### src/design/ssmt_pkg.sv
// Shared constants, codes and types for the set membership table.
package ssmt_pkg;

    localparam int CAPACITY = 16;
    localparam int IDX_W    = (CAPACITY > 1) ? $clog2(CAPACITY) : 1;
    localparam int CNT_W    = $clog2(CAPACITY + 1);
    localparam int VAL_W    = 32;
    localparam int KIND_W   = 2;
    localparam int STAT_W   = 2;
    localparam int OCNT_W   = 5;

    localparam logic [KIND_W-1:0] KIND_INSERT = 2'd0;
    localparam logic [KIND_W-1:0] KIND_REMOVE = 2'd1;
    localparam logic [KIND_W-1:0] KIND_TEST   = 2'd2;

    typedef enum logic [STAT_W-1:0] {
        ST_DONE    = 2'd0,
        ST_PRESENT = 2'd1,
        ST_FULL    = 2'd2,
        ST_ABSENT  = 2'd3
    } t_status;

    typedef enum logic {
        S_IDLE = 1'b0,
        S_EXEC = 1'b1
    } t_state;

    // Update commands broadcast to every cell of the chain.
    typedef struct packed {
        logic             do_insert;
        logic             do_remove;
        logic [IDX_W-1:0] slot;
    } t_cell_ctl;

endpackage

### src/design/small_set_membership_table_core.sv
// Top level of the set membership table: request capture, cell chain and result.
//
// Usage:
//   A request word (i_kind, i_item_value) is taken at a rising edge where
//   i_start is high and o_busy is low. i_kind: insert, remove or test
//   (the unused code acts as a test).
//   The request is executed in the following cycle: every cell compares its
//   entry with the value in parallel, and on insert or remove the cells load
//   or shift down in that same cycle.
//   The result word (o_status, o_was_present, o_entry_count) is shown for
//   exactly one cycle with o_valid high. It is registered at the end of the
//   execute cycle and is taken at the edge that ends its valid cycle.
//   o_busy is high during the execute cycle only, so a new request is taken
//   in the cycle the previous result is shown. No new request is taken while
//   one executes: each takes one compare-and-update pass over the cell chain.
//   The receiver cannot stall; results are not held.
//   Reset clears the entry count and the control state; the table contents
//   are don't-care until written and need no clearing pass.
module small_set_membership_table_core (
    input  logic                                i_clk,
    input  logic                                i_rst_n,
    input  logic                                i_start,
    output logic                                o_busy,
    input  logic [ssmt_pkg::KIND_W-1:0]         i_kind,
    input  logic signed [ssmt_pkg::VAL_W-1:0]   i_item_value,
    output logic                                o_valid,
    output logic [ssmt_pkg::STAT_W-1:0]         o_status,
    output logic                                o_was_present,
    output logic [ssmt_pkg::OCNT_W-1:0]         o_entry_count
);
    import ssmt_pkg::*;

    t_state                  r_state, n_state;
    logic [KIND_W-1:0]       r_kind;
    logic signed [VAL_W-1:0] r_value;
    logic [CNT_W-1:0]        r_count, n_count;
    logic                    r_valid, n_valid;
    t_status                 r_status, n_status;
    logic                    r_present;
    logic [OCNT_W-1:0]       r_out_count;

    logic [CAPACITY-1:0]     w_match;
    logic signed [VAL_W-1:0] w_entry [CAPACITY+1];
    logic                    w_present;
    logic [IDX_W-1:0]        w_slot;
    logic                    w_full;
    logic                    w_accept;
    t_cell_ctl               w_ctl;
    logic [CNT_W+OCNT_W-1:0] w_count_ext;

    assign o_busy   = (r_state == S_EXEC);
    assign w_accept = i_start && !o_busy;

    assign w_entry[CAPACITY] = '0;

    genvar g;
    generate
        for (g = 0; g < CAPACITY; g++) begin : g_cell
            ssmt_cell u_cell (
                .i_clk        (i_clk),
                .i_index      (IDX_W'(g)),
                .i_value      (r_value),
                .i_count      (r_count),
                .i_ctl        (w_ctl),
                .i_next_entry (w_entry[g+1]),
                .o_entry      (w_entry[g]),
                .o_match      (w_match[g])
            );
        end
    endgenerate

    // entries are distinct, so at most one cell matches: OR its index out
    always_comb begin
        w_slot = '0;
        for (int i = 0; i < CAPACITY; i++) begin
            if (w_match[i]) begin
                w_slot = w_slot | IDX_W'(i);
            end
        end
    end

    assign w_present = |w_match;
    assign w_full    = r_count >= CNT_W'(CAPACITY);

    always_comb begin
        n_state         = r_state;
        n_count         = r_count;
        n_valid         = 1'b0;
        n_status        = ST_DONE;
        w_ctl.do_insert = 1'b0;
        w_ctl.do_remove = 1'b0;
        w_ctl.slot      = w_slot;
        case (r_state)
            S_IDLE: begin
                if (w_accept) begin
                    n_state = S_EXEC;
                end
            end
            S_EXEC: begin
                n_state = S_IDLE;
                n_valid = 1'b1;
                case (r_kind)
                    KIND_INSERT: begin
                        if (w_present) begin
                            n_status = ST_PRESENT;
                        end else if (w_full) begin
                            n_status = ST_FULL;
                        end else begin
                            w_ctl.do_insert = 1'b1;
                            n_count         = r_count + 1'b1;
                        end
                    end
                    KIND_REMOVE: begin
                        if (!w_present) begin
                            n_status = ST_ABSENT;
                        end else begin
                            w_ctl.do_remove = 1'b1;
                            n_count         = r_count - 1'b1;
                        end
                    end
                    default: begin
                        n_status = ST_DONE;
                    end
                endcase
            end
            default: begin
                n_state = S_IDLE;
            end
        endcase
    end

    assign w_count_ext = {{OCNT_W{1'b0}}, n_count};

    always_ff @(posedge i_clk) begin
        if (!i_rst_n) begin
            r_state <= S_IDLE;
            r_count <= '0;
            r_valid <= 1'b0;
        end else begin
            r_state <= n_state;
            r_count <= n_count;
            r_valid <= n_valid;
        end
    end

    always_ff @(posedge i_clk) begin
        if (w_accept) begin
            r_kind  <= i_kind;
            r_value <= i_item_value;
        end
        if (r_state == S_EXEC) begin
            r_status    <= n_status;
            r_present   <= w_present;
            r_out_count <= w_count_ext[OCNT_W-1:0];
        end
    end

    assign o_valid       = r_valid;
    assign o_status      = r_status;
    assign o_was_present = r_present;
    assign o_entry_count = r_out_count;

endmodule

### src/design/ssmt_cell.sv
// One table cell: holds an entry, matches it against the request, shifts or loads it.
module ssmt_cell (
    input  logic                          i_clk,
    input  logic [ssmt_pkg::IDX_W-1:0]    i_index,
    input  logic signed [ssmt_pkg::VAL_W-1:0] i_value,
    input  logic [ssmt_pkg::CNT_W-1:0]    i_count,
    input  ssmt_pkg::t_cell_ctl           i_ctl,
    input  logic signed [ssmt_pkg::VAL_W-1:0] i_next_entry,
    output logic signed [ssmt_pkg::VAL_W-1:0] o_entry,
    output logic                          o_match
);
    import ssmt_pkg::*;

    logic signed [VAL_W-1:0] r_entry;
    logic signed [VAL_W-1:0] n_entry;
    logic                    w_live;

    assign w_live  = CNT_W'(i_index) < i_count;
    assign o_match = w_live && (r_entry == i_value);
    assign o_entry = r_entry;

    always_comb begin
        n_entry = r_entry;
        if (i_ctl.do_remove && (i_index >= i_ctl.slot)) begin
            // take the word from the upper neighbor to close the gap
            n_entry = i_next_entry;
        end else if (i_ctl.do_insert && (CNT_W'(i_index) == i_count)) begin
            n_entry = i_value;
        end
    end

    always_ff @(posedge i_clk) begin
        r_entry <= n_entry;
    end

endmodule
### config.mk
export PLATFORM = sky130hd
export DESIGN_NAME = small_set_membership_table_core
export DESIGN_NICKNAME = d
export VERILOG_FILES = /design/src/design/ssmt_pkg.sv /design/src/design/small_set_membership_table_core.sv /design/src/design/ssmt_cell.sv
export SDC_FILE = /design/constraint.sdc
export NUM_CORES = 2
export LEC_CHECK = 0
export ABC_AREA = 1
export BUFFER_PORTS_ARGS = -buffer_cell sky130_fd_sc_hd__clkbuf_2
export CAP_MARGIN = 5
export CELL_PAD_IN_SITES_DETAIL_PLACEMENT = 0
export CELL_PAD_IN_SITES_GLOBAL_PLACEMENT = 1
export CORE_ASPECT_RATIO = 0.5
export CORE_UTILIZATION = 40
export DETAILED_ROUTE_END_ITERATION = 16
export PLACE_DENSITY = 0.75
export SYNTH_ARGS = -nofsm -noshare
export SYNTH_HDL_FRONTEND = slang
export SYNTH_SLANG_ARGS = --single-unit
### constraint.sdc
create_clock -name i_clk -period 7.24 [get_ports i_clk]
set_input_delay 1.448 -clock i_clk [delete_from_list [all_inputs] [get_ports i_clk]]
set_output_delay 1.448 -clock i_clk [all_outputs]
set_load 0.005 [all_outputs]
-- Word-level counts from Yosys, hierarchy flattened
Index checks and enable logic that the tools add are counted.
- logic and storage cells: 223
- input port bits: 37
- output and inout bits: 10
- bits in registers: 561
- magnitude comparators: 33
- muxes and demuxes: 63
- reductions and logical operators: 68
- bitwise gates (word level): 1
- equality and inequality tests: 32
- add/subtract/negate cells: 2
- operator list (cell ; number):
    2-to-1 mux 32 bit ; 30
    equality test 32 bit ; 16
    logical AND 1 bit ; 49
    equality test 4 x 5 -> 1 bit (first input constant) ; 8
    < comparator 4 x 5 -> 1 bit (first input constant) ; 8
    >= comparator 4 bit (first input constant) ; 8
    2-to-1 mux 4 bit ; 8
    nonzero test 2 bit ; 15
    equality test 3 x 5 -> 1 bit (first input constant) ; 4
    < comparator 3 x 5 -> 1 bit (first input constant) ; 4
    2-to-1 mux 5 bit ; 4
    >= comparator 3 x 4 -> 1 bit (first input constant) ; 4
    OR reduction 16 bit ; 1
    2-to-1 mux 2 bit ; 6
    2-to-1 mux 3 bit ; 4
    equality test 2 x 5 -> 1 bit (first input constant) ; 2
    < comparator 1 x 5 -> 1 bit (first input constant) ; 2
    < comparator 2 x 5 -> 1 bit (first input constant) ; 2
    one-hot mux 5 bit (2 select lines) ; 1
    >= comparator 1 x 4 -> 1 bit (first input constant) ; 2
    >= comparator 2 x 4 -> 1 bit (first input constant) ; 2
    2-to-1 mux 1 bit ; 8
    adder 5 x 1 -> 5 bit (second input constant) ; 1
    equality test 1 x 5 -> 1 bit (first input constant) ; 1
    other kinds (9) ; 9

-- Longest topological paths before layout
- depth in word-level cells: 20
- depth in mapped cells: 23
- mapped depth without buffers: 20

-- Hierarchy
A second synthesis with hierarchy kept.
- cells, all modules: 4978
- area, all modules: 37447.2 µm²
- modules (own cells, without submodules) (module ; cells an instance ; area each (µm²) ; sequential area each (µm²) ; instances):
    ssmt_cell (g_cell[15].u_cell ...) ; 298 ; 2209.6 ; 960.9 ; 10
    ssmt_cell (g_cell[0].u_cell ...) ; 303 ; 2218.4 ; 960.9 ; 6
    small_set_membership_table_core ; 180 ; 2040.7 ; 1401.3 ; 1

-- Least setup slack after synthesis
No wires, ideal clock.
- kind: flip-flop to flip-flop
- from: register r_value[27]
- to: register g_cell[2].u_cell.r_entry[0] (enable)
- arrival time: 4.231 ns
- path slack: 2.544 ns
- path buffers: 1
- period minus slack after synthesis: 4.696 ns
- cell stages (with the launch flop): 17
- required time: 6.774 ns
- setup time: 0.466 ns
- cells stage by stage: edfxtp_1 > inv_2 > clkbuf_1 > nand2_1 > nand2_1 > nor3_1 > nand4_1 > nor2_1 > nand2_1 > nand2_1 > nor2_1 > nand2_2 > nor2_2 > nand2_1 > nor2_4 > nand2_1 > o21ai_0
- word-level cells in the longest chain between the ends: 20
- elaborated cells between the ends (all ways): 57
- those cells by class: 1 x order compare; 16 x eq/ne; 20 x mux; 20 x reduce/logical
- RTL lines (what ; RTL line ; source):
    start, declared ; small_set_membership_table_core.sv:35 ; logic signed [VAL_W-1:0] r_value;
    start signal, assigned ; small_set_membership_table_core.sv:149 ; r_value <= i_item_value;
    equality test 32 bit ; ssmt_cell.sv:19 ; assign o_match = w_live && (r_entry == i_value);
    logical AND 1 bit ; ssmt_cell.sv:19 ;
    2-to-1 mux 1 bit ; small_set_membership_table_core.sv:76 ; if (w_match[i]) begin
    2-to-1 mux 2 bit (2 in a row) ; small_set_membership_table_core.sv:76 ;
    2-to-1 mux 3 bit (4 in a row) ; small_set_membership_table_core.sv:76 ;
    2-to-1 mux 4 bit (8 in a row) ; small_set_membership_table_core.sv:76 ;
    >= comparator 2 x 4 -> 1 bit ; ssmt_cell.sv:24 ; if (i_ctl.do_remove && (i_index >= i_ctl.slot)) begin
    logical AND 1 bit ; ssmt_cell.sv:24 ;
    nonzero test 2 bit (no line) * ; - ;
    end signal, assigned ; ssmt_cell.sv:33 ; r_entry <= n_entry;
    end, declared ; ssmt_cell.sv:14 ; logic signed [VAL_W-1:0] r_entry;
Every way passes the cells marked *; elsewhere a longest branch is shown, timed or not.
A chain may end at the register's enable or synchronous reset.

-- Worst setup path in the final report
- from: register r_value[9]
- to: register g_cell[10].u_cell.r_entry[14] (data pin)
- word-level cells in the longest chain between the ends: 20
- elaborated cells between the ends (all ways): 54
- those cells by class: 1 x order compare; 16 x eq/ne; 19 x mux; 18 x reduce/logical
- RTL lines (what ; RTL line ; source):
    equality test 32 bit ; ssmt_cell.sv:19 ;
    logical AND 1 bit ; ssmt_cell.sv:19 ;
    2-to-1 mux 1 bit ; small_set_membership_table_core.sv:76 ;
    2-to-1 mux 2 bit (2 in a row) ; small_set_membership_table_core.sv:76 ;
    2-to-1 mux 3 bit (4 in a row) ; small_set_membership_table_core.sv:76 ;
    2-to-1 mux 4 bit (8 in a row) ; small_set_membership_table_core.sv:76 ;
    >= comparator 4 bit ; ssmt_cell.sv:24 ;
    logical AND 1 bit * ; ssmt_cell.sv:24 ;
    2-to-1 mux 32 bit * ; ssmt_cell.sv:24 ;
    net g_cell[10].u_cell.n_entry[14] ; ssmt_cell.sv:15 ; logic signed [VAL_W-1:0] n_entry;
    end signal, assigned ; ssmt_cell.sv:33 ;
    end, declared ; ssmt_cell.sv:14 ;
The timed path passes the listed nets; every way through them passes the cells marked *.

==> implementation parameters <==
Parameter                              Value

Run status
  Result of the run ... complete, no violations

Die
  Chip Width ... 436.9 µm
  Top-level port count ... 47
  Initial cell density of the core ... 40.53%
  Area of the die ... between 0.09 and 0.1 mm²
  Row count ... 79
  Area inside the core boundary ... between 0.09 and 0.1 mm²
  Vertical die dimension ... 219.4 µm

STA
  Final hold violation count ... 0
  Accumulated negative setup slack ... 0 ns
  Final worst clock skew ... 0.03515 ns
  Worst-margin pin slew ... between 1 and 1.5 ns
  Hold_ws ... 0.5513 ns
  Share of the clock period used by the worst path after layout ... around 83%
  Final setup fails ... 0
  Max-slew violations ... 0
  Relative slew margins ... 23.69%
  Setup repair after global routing missed its margin ... no
  Achievable clock frequency ... 0.1656 GHz
  Period minus WS final ... ~6.0 ns
  Worst path setup slack after routing ... 1.203 ns

Global route
  Overflow left after global routing ... 0
  Global-route wire length before repair ... 254400 µm
  Number of global-route vias before repair ... 33000
  Initial antenna violation count ... 7
  Maximum number of pins on one net before global-route repair ... 83
  Global routing usage summed across all routing layers ... 38.05%

CTS
  Total number of clock tree sinks ... 561
  Buffer levels on the longest clock path ... 3
  CTS tree ... yes
  Cells resized by post-CTS repair ... 0
  CTS Hold Bufs ... 0
  Reg clk slew, reported paths ... about 0.090 ns
  Cell chosen for the clock root ... sky130_fd_sc_hd__clkbuf_16
  Clock Latency Late Sink ... 0.69 ns
  TritonCTS Buffers ... 58
  H-tree depth ... 2
  Total setup buffers inserted after CTS ... 0

Route
  Vias ... about 37000
  Count of nets left with antenna violations after detail routing ... 0
  Mean routed wirelength per cell ... 28.75 µm
  DRC violation count after routing ... 0
  Routed Wire Length ... 186000 µm
  Detailed-routing iteration count for the pre-antenna-repair pass ... 8
  Ratio of routed vias to standard cells ... 5.675
  DRT iter0 DRCs ... about 5500

Pwr
  Leakage ... about 18 nW
  Cell area power density ... 187.5 mW/mm²
  Highest ir drop seen on vdd ... between 0.15 and 0.2 mV

Logic synthesis
  Count of different cell masters after synthesis ... 44
  FFs w/ async S/R, synth ... 0%
  Yosys Warn Count ... 0
  Combined area of all synthesized cells ... approximately 0.038 mm²
  Mean post-synth cell area ... slightly above 7 µm²
  Post-Syn Instances ... 5226
  Synthesized flop and latch total ... 561
  Ranking of synthesized cells by area ... sky130_fd_sc_hd__edfxtp_1 41%, sky130_fd_sc_hd__nand2_1 18%, sky130_fd_sc_hd__xnor2_1 7.2%
  Commonest register cell after synthesis ... sky130_fd_sc_hd__edfxtp_1
  Number of flops mapped to enable cells by yosys ... 522
  Fraction of the yosys area taken by sequential cells ... 43.51%
  Biggest area consumer among synthesized cells ... sky130_fd_sc_hd__edfxtp_1
  Proportion of netlist area held by the largest area contributor ... 41.45%
  Total nets after synthesis ... 5268

Critical path
  Flop2flop setup slack ... around 1.2 ns
  Buffer and inverter count on the worst path ... 4
  Type of element capturing the critical path ... register
  Worst endpoint data arrival time ... 6.46 ns
  Worst Path Class, Setup ... register to register
  CP required ... 7.67 ns
  Critical-path cell list ... buf_4 -> inv_2 -> nand2_1 -> nand2_1 -> nor2_1 -> nand4_1 -> nor2_1 -> nand3_1 -> nand2_1 -> nor2_1 -> nand3_1 -> nand2_1 -> nand4_1 -> buf_4 -> nand2_1 -> nand2_1 -> nand2_1 -> inv_1
  Category of cells accounting for the largest share of critical-path delay ... simple AND/OR/NAND/NOR gates
  Crit Path Max Fanout ... 34
  Longest individual stage delay on the worst path ... 0.93 ns
  Critical path's slowest cell ... sky130_fd_sc_hd__nand2_1
  Library cell appearing most often on the critical path ... sky130_fd_sc_hd__nand2_1
  Setup crit start kind ... register

Layout
  Final cell utilization of the core ... 43.64%
  Filler Cells Inserted ... 9720
  Area overhead of the layout relative to synthesis ... 7.679%
  Final non-filler cell total ... 6470
  NumNets Final ... 5205
  Layout cell share with drive strength beyond 1 ... about 5.5%

Place
  Post-placement setup slack ... around 1.6 ns
  Total of buffers placed on input and output ports ... 46
  HPWL Detailed ... 130300 µm
  Final Wtd Congestion ... 1.023
  # placed instances ... between 6000 and 7000

Min path
  Worst min-delay path class ... register to register

Run
  Maximum Capacitance Violations ... 0
## kinds of logic after synthesis
kind of cell,count (synthesis),share of synthesized area [%]
simple gates,3035,32.76
buf+inv,849,9.912
flops,561,43.51
compound gates,442,5.895
xor+xnor,334,7.755
fa+ha+maj,5,0.1654
## per-layer routing
layer / GRT usage [%] / vias to the layer above / wire, µm
met3: 10.46 / 335 / 25520
li1: - / 16380 / -
met5: 0 / - / 27
met4: 13.73 / 4 / 6889
met1: 55.27 / 17510 / 79780
met2: 53.39 / 2489 / 73770
## registers in the layout, indices dropped and copies added, names as in the netlist
| signal | count |
|---|---|
| o_was_present | 1 |
| g_cell.u_cell.o_entry | 512 |
| o_busy | 1 |
| r_kind | 2 |
| o_entry_count | 5 |
| o_status | 2 |
| r_value | 32 |
| r_count | 5 |
| o_valid | 1 |
## cells in the final DEF, fill, tap and decap left out, types with 8 or more instances in the layout
cell | Yosys | routed
sky130_fd_sc_hd__o21ai_1 | 53 | 53
sky130_fd_sc_hd__clkbuf_1 | 50 | 13
sky130_fd_sc_hd__edfxtp_1 | 522 | 522
sky130_fd_sc_hd__nand2_1 | 1856 | 1856
sky130_fd_sc_hd__clkbuf_2 | 3 | 46
sky130_fd_sc_hd__xnor2_1 | 311 | 311
sky130_fd_sc_hd__inv_1 | 558 | 555
sky130_fd_sc_hd__clkinv_2 | 0 | 12
sky130_fd_sc_hd__nand3_1 | 301 | 299
sky130_fd_sc_hd__nor2_1 | 664 | 663
sky130_fd_sc_hd__dfxtp_1 | 39 | 39
sky130_fd_sc_hd__clkinv_1 | 4 | 12
sky130_fd_sc_hd__clkinvlp_4 | 0 | 8
sky130_fd_sc_hd__nor3_1 | 11 | 11
sky130_fd_sc_hd__xor2_1 | 22 | 22
sky130_fd_sc_hd__nor2_4 | 7 | 8
sky130_fd_sc_hd__o21ai_0 | 375 | 371
sky130_fd_sc_hd__nand3b_1 | 11 | 11
sky130_fd_sc_hd__nand4_1 | 107 | 107
sky130_fd_sc_hd__buf_4 | 58 | 84
sky130_fd_sc_hd__clkbuf_16 | 0 | 61
sky130_fd_sc_hd__inv_2 | 29 | 32
sky130_fd_sc_hd__and2_1 | 45 | 45
## final cells by class
| cell class | count | area (µm²) | share of cell area [%] |
|---|---|---|---|
| Multi-Input combinational cell | 3816 | 17690 | 43.43 |
| Antenna cell | 3 | 7.507 | 0.01843 |
| Inverter | 593 | 2231 | 5.478 |
| Timing Repair Buffer | 133 | 920.9 | 2.261 |
| Tap cell | 1255 | 1570 | 3.856 |
| Clock buffer | 74 | 1575 | 3.868 |
| Clock inverter | 35 | 275.3 | 0.6759 |
| Sequential cell | 561 | 16460 | 40.41 |
## power by group
group          internal (mW)  switching [mW]  total (mW)
clock network           1.65            1.46        3.11
logic                  0.238           0.715       0.954
registers               3.56          0.0147        3.58
total                   5.45            2.19        7.64
## through the flow
step	power [mW]	area [µm²]
2_1_floorplan	4.175	37820
4_1_cts	7.607	40720
3_5_place_dp	4.553	38870
3_3_place_gp	4.550	38870
6_report	7.635	40720
5_1_grt	7.792	40720
## cell usage after synthesis, types with 7 or more instances
master                        n
sky130_fd_sc_hd__nand2_1   1856
sky130_fd_sc_hd__nor2_1     664
sky130_fd_sc_hd__inv_1      558
sky130_fd_sc_hd__edfxtp_1   522
sky130_fd_sc_hd__o21ai_0    375
sky130_fd_sc_hd__xnor2_1    311
sky130_fd_sc_hd__nand3_1    301
sky130_fd_sc_hd__buf_2      118
sky130_fd_sc_hd__nand4_1    107
sky130_fd_sc_hd__buf_4       58
sky130_fd_sc_hd__o21ai_1     53
sky130_fd_sc_hd__clkbuf_1    50
sky130_fd_sc_hd__and2_1      45
sky130_fd_sc_hd__dfxtp_1     39
sky130_fd_sc_hd__inv_2       29
sky130_fd_sc_hd__buf_6       25
sky130_fd_sc_hd__xor2_1      22
sky130_fd_sc_hd__nand3b_1    11
sky130_fd_sc_hd__nor3_1      11
sky130_fd_sc_hd__nor2_4       7
## worst register-to-register path: cells and delay by family, from the launching register on
family / cells / cell delay (ns)
buf+inv: 4 / 1.18
flops: 1 / 0.40
simple gates: 14 / 4.21
## path summary, 6_finish.rpt
path,from,endpoint,cells past startpoint
setup / recovery,r_value[9],g_cell[10].u_cell.o_entry[14],18
hold / removal,g_cell[15].u_cell.o_entry[3],g_cell[14].u_cell.o_entry[3],2
setup reg to reg,r_value[9],g_cell[10].u_cell.o_entry[14],18
hold reg to reg,g_cell[15].u_cell.o_entry[3],g_cell[14].u_cell.o_entry[3],2
(Power assumes the default switching activity.)
